`src/sv/lsbpx_pkg.sv`:
```
// Package with the word types and constants of the LSB pixel payload extractor.
package lsbpx_pkg;

   typedef struct packed {
      logic [11:0] column;
      logic [11:0] row;
      logic [7:0]  red;
      logic [7:0]  green;
      logic [7:0]  blue;
      logic        frame_end;
   } req_word_type;

   typedef struct packed {
      logic        kind;
      logic [7:0]  payload_byte;
      logic [1:0]  part;
      logic [1:0]  status;
      logic [23:0] byte_total;
      logic        last;
   } rsp_word_type;

   localparam int unsigned MaxDimension       = 4096;
   localparam int unsigned PayloadFirstColumn = 4;

   localparam logic [7:0]  AsciiSlash = 8'h2F;
   localparam logic [7:0]  AsciiColon = 8'h3A;
   localparam logic [7:0]  AsciiZero  = 8'h30;
   localparam logic [7:0]  AsciiNine  = 8'h39;
   localparam logic [23:0] CountMax   = 24'hFFFFFF;

   localparam logic KindPayload = 1'b0;
   localparam logic KindStatus  = 1'b1;

   localparam logic [1:0] PartText      = 2'd0;
   localparam logic [1:0] PartSeparator = 2'd1;
   localparam logic [1:0] PartExtension = 2'd2;

   localparam logic [1:0] StatusOk           = 2'd0;
   localparam logic [1:0] StatusNoMarker     = 2'd1;
   localparam logic [1:0] StatusBadCount     = 2'd2;
   localparam logic [1:0] StatusUnterminated = 2'd3;

   localparam logic       RegPackLevel     = 1'b0;
   localparam logic [3:0] PackLevelReset   = 4'd3;

endpackage

```
`src/sv/lsb_pixel_payload_extractor.sv`:
```
// LSB pixel payload extractor: decodes a hidden marker, byte count and payload from pixels.
// An accepted word waits in the stage-1 register, is decoded into the result queue when that
// stage advances, and is then offered on rsp from the head of the queue.
// Throughput: one pixel per cycle, set by the single decode stage; a frame-end pixel that
// also emits a payload byte puts two words into the four-entry result queue, and the input
// stalls while that queue holds more than two words.
// Reset is synchronous and active high; it clears the frame state, the queue and sets
// pack_level to 3.
module lsb_pixel_payload_extractor (
   input  logic                    clock,
   input  logic                    reset,
   input  logic                    req_valid,
   output logic                    req_ready,
   input  lsbpx_pkg::req_word_type req_word,
   output logic                    rsp_valid,
   input  logic                    rsp_ready,
   output lsbpx_pkg::rsp_word_type rsp_word,
   input  logic                    csr_psel,
   input  logic                    csr_penable,
   input  logic                    csr_pwrite,
   input  logic [2:0]              csr_paddr,
   input  logic [31:0]             csr_pwdata,
   output logic [31:0]             csr_prdata,
   output logic                    csr_pready
);
   import lsbpx_pkg::*;

   typedef enum logic [1:0] {PH_MARKER, PH_COUNT, PH_PAYLOAD, PH_DONE} phase_type;

   localparam int RspDepth = 4;

   logic         s1_valid_ff;
   req_word_type s1_word_ff;
   logic [3:0]   pack_level_ff;

   phase_type    phase_ff, phase_in;
   logic [23:0]  declared_ff, declared_in;
   logic         digits_ff, digits_in;
   logic [23:0]  emitted_ff, emitted_in;
   logic         separator_ff, separator_in;
   logic [1:0]   error_ff, error_in;

   rsp_word_type fifo_ff [RspDepth];
   logic [1:0]   rd_ptr_ff, wr_ptr_ff;
   logic [2:0]   count_ff;

   logic         s1_advance;
   logic         pop;
   logic         in_range;
   logic [7:0]   pixel_byte;
   logic [3:0]   digit;
   logic [27:0]  next_count;
   logic         emit;
   logic [1:0]   part;
   logic [1:0]   end_status;
   logic [1:0]   push_n;
   rsp_word_type payload_word;
   rsp_word_type status_word;

   function automatic logic [7:0] extract_byte(input logic [3:0] level, input logic [7:0] r,
                                               input logic [7:0] g, input logic [7:0] b);
      logic [7:0] v;
      case (level)
         4'd1: v = {5'b0, b[0], g[0], r[0]};
         4'd2: v = {2'b0, b[1:0], g[1:0], r[1:0]};
         4'd4: v = {g[3:0], r[3:0]};
         4'd5: v = {g[2:0], r[4:0]};
         4'd6: v = {g[1:0], r[5:0]};
         4'd7: v = {g[0], r[6:0]};
         4'd8: v = r;
         4'd9: v = r;
         default: v = {b[1:0], g[2:0], r[2:0]};
      endcase
      return v;
   endfunction

   assign csr_pready = 1'b1;
   assign csr_prdata = (csr_paddr[2] == RegPackLevel) ? {28'b0, pack_level_ff} : 32'b0;

   assign pop        = rsp_valid && rsp_ready;
   assign s1_advance = s1_valid_ff && (count_ff <= 3'(RspDepth - 2));
   assign req_ready  = !s1_valid_ff || s1_advance;
   assign rsp_valid  = (count_ff != 3'b0);
   assign rsp_word   = fifo_ff[rd_ptr_ff];

   always_comb begin
      pixel_byte = extract_byte(pack_level_ff, s1_word_ff.red, s1_word_ff.green,
                                s1_word_ff.blue);
      in_range = (32'(s1_word_ff.column) < MaxDimension) &&
                 (32'(s1_word_ff.row) < MaxDimension);
      digit = 4'(pixel_byte - AsciiZero);
      next_count = {1'b0, declared_ff, 3'b0} + {3'b0, declared_ff, 1'b0} + {24'b0, digit};

      phase_in     = phase_ff;
      declared_in  = declared_ff;
      digits_in    = digits_ff;
      emitted_in   = emitted_ff;
      separator_in = separator_ff;
      error_in     = error_ff;
      emit         = 1'b0;
      part         = PartText;

      if (in_range) begin
         case (phase_ff)
            PH_MARKER: begin
               if (s1_word_ff.column == 12'b0 && s1_word_ff.row == 12'b0 &&
                   pixel_byte == AsciiSlash) begin
                  phase_in = PH_COUNT;
               end else begin
                  phase_in = PH_DONE;
                  error_in = StatusNoMarker;
               end
            end
            PH_COUNT: begin
               if (s1_word_ff.column != 12'b0) begin
                  phase_in = PH_DONE;
                  error_in = StatusUnterminated;
               end else if (pixel_byte == AsciiColon) begin
                  if (digits_ff) begin
                     phase_in = PH_PAYLOAD;
                  end else begin
                     phase_in = PH_DONE;
                     error_in = StatusBadCount;
                  end
               end else if (pixel_byte >= AsciiZero && pixel_byte <= AsciiNine) begin
                  if (next_count[27:24] != 4'b0) begin
                     declared_in = CountMax;
                     phase_in    = PH_DONE;
                     error_in    = StatusBadCount;
                  end else begin
                     declared_in = next_count[23:0];
                     digits_in   = 1'b1;
                  end
               end else begin
                  phase_in = PH_DONE;
                  error_in = StatusBadCount;
               end
            end
            PH_PAYLOAD: begin
               if (32'(s1_word_ff.column) >= PayloadFirstColumn && emitted_ff < declared_ff) begin
                  emit = 1'b1;
                  if (separator_ff) begin
                     part = PartExtension;
                  end else if (pixel_byte == 8'b0) begin
                     part         = PartSeparator;
                     separator_in = 1'b1;
                  end else begin
                     part = PartText;
                  end
                  emitted_in = emitted_ff + 24'd1;
               end
            end
            default: begin
               phase_in = phase_ff;
            end
         endcase
      end

      if (phase_in == PH_MARKER) begin
         end_status = StatusNoMarker;
      end else if (phase_in == PH_COUNT) begin
         end_status = StatusUnterminated;
      end else begin
         end_status = error_in;
      end

      payload_word.kind         = KindPayload;
      payload_word.payload_byte = pixel_byte;
      payload_word.part         = part;
      payload_word.status       = StatusOk;
      payload_word.byte_total   = 24'b0;
      payload_word.last         = 1'b0;

      status_word.kind         = KindStatus;
      status_word.payload_byte = 8'b0;
      status_word.part         = PartText;
      status_word.status       = end_status;
      status_word.byte_total   = emitted_in;
      status_word.last         = 1'b1;

      push_n = {1'b0, emit} + {1'b0, s1_word_ff.frame_end};

      if (s1_word_ff.frame_end) begin
         phase_in     = PH_MARKER;
         declared_in  = 24'b0;
         digits_in    = 1'b0;
         emitted_in   = 24'b0;
         separator_in = 1'b0;
         error_in     = StatusOk;
      end
   end

   always_ff @(posedge clock) begin
      if (reset) begin
         s1_valid_ff   <= 1'b0;
         pack_level_ff <= PackLevelReset;
         phase_ff      <= PH_MARKER;
         declared_ff   <= 24'b0;
         digits_ff     <= 1'b0;
         emitted_ff    <= 24'b0;
         separator_ff  <= 1'b0;
         error_ff      <= StatusOk;
         rd_ptr_ff     <= 2'b0;
         wr_ptr_ff     <= 2'b0;
         count_ff      <= 3'b0;
      end else begin
         if (csr_psel && csr_penable && csr_pwrite && csr_pready &&
             csr_paddr[2] == RegPackLevel) begin
            pack_level_ff <= csr_pwdata[3:0];
         end
         if (req_ready) begin
            s1_valid_ff <= req_valid;
         end
         if (s1_advance) begin
            phase_ff     <= phase_in;
            declared_ff  <= declared_in;
            digits_ff    <= digits_in;
            emitted_ff   <= emitted_in;
            separator_ff <= separator_in;
            error_ff     <= error_in;
            wr_ptr_ff    <= wr_ptr_ff + push_n;
         end
         if (pop) begin
            rd_ptr_ff <= rd_ptr_ff + 2'd1;
         end
         count_ff <= count_ff + (s1_advance ? 3'(push_n) : 3'b0) - 3'(pop);
      end
   end

   always_ff @(posedge clock) begin
      if (req_valid && req_ready) begin
         s1_word_ff <= req_word;
      end
      if (s1_advance) begin
         if (emit) begin
            fifo_ff[wr_ptr_ff] <= payload_word;
         end
         if (s1_word_ff.frame_end) begin
            fifo_ff[wr_ptr_ff + 2'(emit)] <= status_word;
         end
      end
   end

   assert property (@(posedge clock) disable iff (reset) count_ff <= 3'(RspDepth))
      else $error("Result queue holds more words than its depth.");

   assert property (@(posedge clock) disable iff (reset) emitted_ff <= declared_ff)
      else $error("More payload bytes emitted than the declared count.");

   assert property (@(posedge clock) disable iff (reset)
      s1_advance && s1_word_ff.frame_end |=> phase_ff == PH_MARKER && emitted_ff == 24'b0)
      else $error("Frame state was not cleared after the frame-end pixel.");

endmodule

```
`config.mk`:
```
export PLATFORM = sky130hd
export DESIGN_NAME = lsb_pixel_payload_extractor
export DESIGN_NICKNAME = d
export VERILOG_FILES = /design/src/sv/lsbpx_pkg.sv /design/src/sv/lsb_pixel_payload_extractor.sv
export SDC_FILE = /design/constraint.sdc
export NUM_CORES = 1
export LEC_CHECK = 0
export BUFFER_PORTS_ARGS = -buffer_cell sky130_fd_sc_hd__buf_2
export CORE_MARGIN = 3
export CORE_UTILIZATION = 50
export CTS_CLUSTER_DIAMETER = 60
export DETAILED_ROUTE_END_ITERATION = 7
export PLACE_DENSITY = 0.81
export SYNTH_ARGS = -nofsm -noshare
export SYNTH_HDL_FRONTEND = slang
export SYNTH_SLANG_ARGS = --single-unit
```
`constraint.sdc`:
```
create_clock -name clock -period 7.7 [get_ports clock]
set_input_delay 1.54 -clock clock [delete_from_list [all_inputs] [get_ports clock]]
set_output_delay 1.54 -clock clock [all_outputs]
set_load 0.01 [all_outputs]
```
==> results_dict.tcl, run 1 <==
set metrics [dict create \
    holdPathStages 2 \
    wire_per_inst_um 18.45 \
    drc 0 \
    drive_gt1_share_pct 18.75 \
    netlist.area_leader.share_pct 31.09 \
    worstPathMaxFanout 25 \
    synth_top_area_cell "edfxtp_1" \
    startpoint_type "register" \
    tightest_slew_ns 1.337 \
    ir_drop_uv 215.7 \
    start_util_pct 51.11 \
    htree_num_levels 1 \
    antenna_found_initial 0 \
    switchingPower_mw 1.102 \
    netlist_top_cells_count "nor2_1 (188), edfxtp_1 (143), dfxtp_1 (112)" \
    period_needed_ns 6.044 \
    synth-edff-count 143 \
    first_global_vias 9886 \
    p_sw_share_pct 29.65 \
    cp.required_ns 8.12 \
    num-nets-final 1521 \
    grt.overflow.total 0 \
    clk_pin_slew_ns 0.06 \
    cts_made_buffers 27 \
    port_buffers 94 \
    relSlewSlack_pct 10.78 \
    yosys_warnings 0 \
    combPwrFrac_pct 22.5 \
    cts_setup_buffers 0 \
    cts_tree "built" \
    synth_cell_type_count 79 \
    die_h_um 172.2 \
    dp_slack_ns 1.755 \
    syn-mean-instance-area_um2 10.83 \
    worstPathCellList "nor4bb_1 > a31oi_1 > o21ai_0 > or2_2 > inv_1 > fa_1 > inv_1 > ha_1 > a211oi_1 > o211ai_1 > a32o_1 > a211oi_1 > a211oi_1 > a311oi_1 > nand3_2 > o221a_2" \
    grt_max_degree 40 \
    pwr_density_cell_nw_per_um2 241.6 \
    hold_path_startpoint "fifo_ff[3][0]" \
    internal_power_mw 2.614 \
    drtPass1Iterations 6 \
    seq_power_share_pct 43.3 \
    status "finished clean" \
    core_um2 27030 \
    cts_buffer_depth 3 \
    leakage_nw 6.137 \
    final_core_util_pct 56.89 \
    dpl.hpwl_um 21640 \
    end_kind "register" \
    die_w_um 172.2 \
    gr-usage-all-layers_pct 20.76 \
    drv_cap 0 \
    hold_path_class "reg -> reg" \
    cp_common_cell "a211oi_1" \
    vias 10180 \
    max_freq_mhz 165.5 \
    clkPwrFrac_pct 34.2 \
    rows 60 \
    cpPeakStageDelay_ns 0.81 \
    async_flop_share_pct 0 \
    pin_count 164 \
    timing.rr.start "pack_level_ff[1]" \
    yosysSeqAreaShare_pct 47.32 \
    worstPathArrival_ns 6.47 \
    fillers 2192 \
    regToRegSetupSlack_ns 1.66 \
    syn-cell-area_um2 13810 \
    period_share_pct 78.49 \
    post_cts_resized 0 \
    yosysMostFrequentCell "nor2_1" \
    hold_viol 0 \
    area_delta_synth_final_pct 11.31 \
    rsz0062_at_grt "false" \
    ys_ff_latch 255 \
    final.setup.tns_ns 0 \
    hold_ws_ns 0.4503 \
    drtIter0Drc 1040 \
    die_area_um2 29650 \
    cts-hold-fix-buffers 0 \
    ys.flop_type "edfxtp_1" \
    grt_pass1_wl_um 49940 \
    num_antenna_cells 0 \
    clkLatencyLatePin_ns 0.55 \
    setup_viol_count_final 0 \
    r2r_end "declared_ff[6]" \
    routed_via_density 5.945 \
    syn_inst 1275 \
    reg2reg_depth 16 \
    root_buffer "clkbuf_16" \
    cp_slowest_cell "a311oi_1" \
    critPathKind "reg -> reg" \
    clock_sinks 255 \
    drv_slew 0 \
    gp_congestion 0.8757 \
    skew_ns 0.02330 \
    synth_area_leaders "edfxtp_1 (31%), dfxtp_1 (16%), ha_1 (7.0%), mux4_2 (6.2%), nor2_1 (5.1%)" \
    ant_nets 0 \
    wl_um 31580 \
    hold_path_end "fifo_ff[3][0]" \
    finalWorstSetupSlack_ns 1.656 \
]
-- worst max-delay path: cells and delay by family, from the launching register on --
family	cells	cell delay, ns
AND/OR/NAND/NOR	3	1.33
AO/OA/AOI/OAI	9	2.93
buffers and inverters	2	0.15
adder cells (fa/ha/maj)	2	0.86
flip-flops	1	0.66
-- routing by layer --
metal  routed length, um  track usage [%]
met3                1984            3.155
met2               15470            34.93
met4                 751            5.901
met5                   0                0
met1               13380            28.08
-- final cells by class --
type / count / area, um^2 / share of cell area [%]
Timing Repair Buffer: 115 / 628.1 / 4.085
Clock inverter: 16 / 137.6 / 0.8952
Multi-Input combinational cell: 896 / 6685 / 43.48
Clock buffer: 34 / 752.0 / 4.891
Inverter: 55 / 206.4 / 1.343
Tap cell: 341 / 426.7 / 2.775
Sequential cell: 255 / 6539 / 42.53
-- power by group through the flow --
stage,Clock [mW],Combinational [mW],Sequential [mW]
3_3_place_gp,0,0.806,1.63
4_1_cts,1.30,0.834,1.61
3_5_place_dp,0,0.829,1.64
5_1_grt,1.35,0.914,1.62
6_report,1.27,0.834,1.61
2_1_floorplan,0,0.628,1.60
-- layout by cell type, fill, tap and decap left out, types with 14 or more instances in the layout --
cell type | synthesis | layout
o221a_2 | 25 | 25
inv_1 | 54 | 55
clkbuf_16 | 0 | 27
nor3_1 | 18 | 18
ha_1 | 77 | 77
o21ai_0 | 31 | 31
mux2i_1 | 42 | 42
buf_2 | 6 | 94
conb_1 | 2 | 29
nor2_1 | 188 | 188
buf_4 | 30 | 21
mux4_2 | 38 | 38
and2_1 | 15 | 14
nand2_1 | 66 | 66
nand3_1 | 21 | 21
xnor2_1 | 31 | 31
dfxtp_1 | 112 | 110
xor2_1 | 19 | 19
edfxtp_1 | 143 | 143
a21oi_1 | 54 | 53
-- state kept, by name, indices dropped and copies added, names as in the netlist, named ones only --
name / count
fifo_ff: 148
s1_word_ff: 39
declared_ff: 24
emitted_ff: 24
pack_level_ff: 4
count_ff: 3
error_ff: 2
phase_ff: 2
rd_ptr_ff: 2
wr_ptr_ff: 2
digits_ff: 1
s1_valid_ff: 1
separator_ff: 1
-- per-stage QoR --
stage	power (mW)	std cells	cell area (um^2)
floorplan	2.224	1302	13910
global placement	2.437	1662	14490
detailed placement	2.466	1662	14490
CTS	3.739	1712	15370
global route	3.886	1712	15370
finish	3.715	1712	15370
-- worst max-delay path by stage --
stage,start,to,slack [ns],depth (start not counted)
2_1_floorplan,pack_level_ff[1],declared_ff[10],3.23,18
3_3_place_gp,pack_level_ff[1],declared_ff[22],1.95,16
3_5_place_dp,pack_level_ff[1],declared_ff[8],1.76,15
4_1_cts,pack_level_ff[1],declared_ff[1],1.73,16
5_1_grt,pack_level_ff[1],declared_ff[8],1.40,15
6_report,pack_level_ff[1],declared_ff[6],1.66,16
-- logic make-up after synthesis --
logic type	synth area share [%]
buffers and inverters	5.082
flip-flops	47.32
multiplexers	9.403
AND/OR/NAND/NOR	14.61
AO/OA/AOI/OAI	12.95
other	0.05437
XOR/XNOR	3.171
adder cells (fa/ha/maj)	7.410
Note: power is estimated with default switching activity, not from simulation.
==> run 2, diff against run 1 <==
==> constraint.sdc (replaced) <==
create_clock -name clock -period 6.1 [get_ports clock]
set_input_delay 1.22 -clock clock [delete_from_list [all_inputs] [get_ports clock]]
set_output_delay 1.22 -clock clock [all_outputs]
set_load 0.01 [all_outputs]
==> results_dict.tcl, run 2 (synthesis gave the netlist of run 1 again) <==
set metrics [dict create \
    cts_buffer_depth 3 \
    finalWorstSetupSlack_ns 0.7294 \
    dp_slack_ns 0.8175 \
    final.setup.tns_ns 0 \
    num_antenna_cells 0 \
    pwr_density_cell_nw_per_um2 305.3 \
    hold_path_class "reg -> reg" \
    drtPass1Iterations 5 \
    cts-hold-fix-buffers 0 \
    clkLatencyLatePin_ns 0.57 \
    critPathKind "reg -> reg" \
    hold_viol 0 \
    drc 0 \
    largest_register_ff_count 148 \
    status "finished clean" \
    vias 10270 \
    ir_drop_uv 264.3 \
    startpoint_type "register" \
    clock_sinks 255 \
    worstPathArrival_ns 5.80 \
    drive_gt1_share_pct 18.95 \
    final_core_util_pct 57.12 \
    dpl.hpwl_um 21860 \
    post_cts_resized 0 \
    first_global_vias 9983 \
    setup_viol_count_final 0 \
    design_area_um2 15440 \
    cts_made_buffers 28 \
    grt_pass1_wl_um 50600 \
    met1_usage_pct 28.25 \
    die_h_um 172.2 \
    clk_pin_slew_ns 0.07 \
    num-nets-final 1526 \
    grt_use_met2_pct 35.60 \
    antenna_found_initial 0 \
    rsz0062_at_grt "false" \
    max_freq_mhz 186.2 \
    busiest_layer "met2" \
    port_buffers 94 \
    cp.required_ns 6.53 \
    reg_top3 "fifo_ff x148, s1_word_ff x39" \
    skew_ns 0.04136 \
    die_w_um 172.2 \
    met3_usage_pct 2.926 \
    final_common_cell "nor2_1" \
    root_buffer "clkbuf_16" \
    worstPathMaxFanout 25 \
    leakage_nw 6.155 \
    tightest_slew_ns 1.202 \
    drtIter0Drc 1057 \
    period_needed_ns 5.371 \
    gr-usage-all-layers_pct 20.96 \
    grt_max_degree 40 \
    wl_um 31640 \
    ant_nets 0 \
    rows 60 \
    final_cell_mix "nor2_1 (188), edfxtp_1 (143), dfxtp_1 (110), buf_2 (94), ha_1 (77)" \
    drv_cap 0 \
    gp_congestion 0.8924 \
    pin_count 164 \
    registers.top_by_ff_count "fifo_ff" \
    placed_area_um2 14530 \
    fillers 2182 \
    relSlewSlack_pct 19.58 \
    routed_via_density 5.977 \
    area_delta_synth_final_pct 11.76 \
    start_util_pct 51.11 \
    core_um2 27030 \
    wire_per_inst_um 18.42 \
    period_share_pct 88.04 \
    die_area_um2 29650 \
    htree_num_levels 1 \
    cts_setup_buffers 0 \
    cts_tree "built" \
    end_kind "register" \
    grt.overflow.total 0 \
    drv_slew 0 \
]
==> run 2: cell type report <==
class / instances / area [um^2] / share of cell area, %
Clock buffer: 37 / 754.5 / 4.888
Clock inverter: 15 / 153.9 / 0.9970
Inverter: 55 / 206.4 / 1.337
Multi-Input combinational cell: 896 / 6685 / 43.31
Sequential cell: 255 / 6539 / 42.36
Tap cell: 341 / 426.7 / 2.764
Timing Repair Buffer: 119 / 670.6 / 4.345
==> run 2: report_power, final <==
| group | internal (mW) | switching [mW] | total (mW) |
|---|---|---|---|
| Sequential | 1.93 | 0.132 | 2.07 |
| Combinational | 0.443 | 0.570 | 1.01 |
| Clock | 0.928 | 0.705 | 1.63 |
==> run 2: per-stage QoR <==
step | power, mW | hold slack, ns | instances
floorplan | 2.807 | 0.4185 | 1302
global placement | 3.080 | 0.4287 | 1666
detailed placement | 3.105 | 0.4377 | 1666
CTS | 4.733 | 0.4574 | 1718
global route | 4.933 | 0.4767 | 1718
finish | 4.713 | 0.4485 | 1718
==> run 2: layer usage <==
layer	up-vias	wire length (um)
li1	4850	-
met1	4973	13610
met2	379	15200
met3	66	1986
met4	0	843
met5	-	0
==> run 2: path summary, 6_finish.rpt <==
kind,from,endpoint,slack (ns),depth (start not counted)
worst max-delay path,pack_level_ff[1],declared_ff[17],0.73,17
worst min-delay path,fifo_ff[0][0],fifo_ff[0][0],0.45,2
worst max register to register,pack_level_ff[1],declared_ff[17],0.73,17
worst min register to register,fifo_ff[0][0],fifo_ff[0][0],0.45,2
==> run 2: worst max-delay path: stages (launching register included) <==
cell	delay (ns)
dfxtp_1	0.64
nor4bb_1	0.36
a31oi_1	0.06
o21ai_0	0.41
or2_2	0.26
inv_1	0.08
fa_1	0.54
inv_1	0.06
ha_1	0.30
a211oi_1	0.33
o211ai_1	0.16
a32o_1	0.31
a211oi_1	0.27
a211oi_1	0.12
a311oi_1	0.26
buf_4	0.20
nand3_2	0.43
o221a_2	0.45
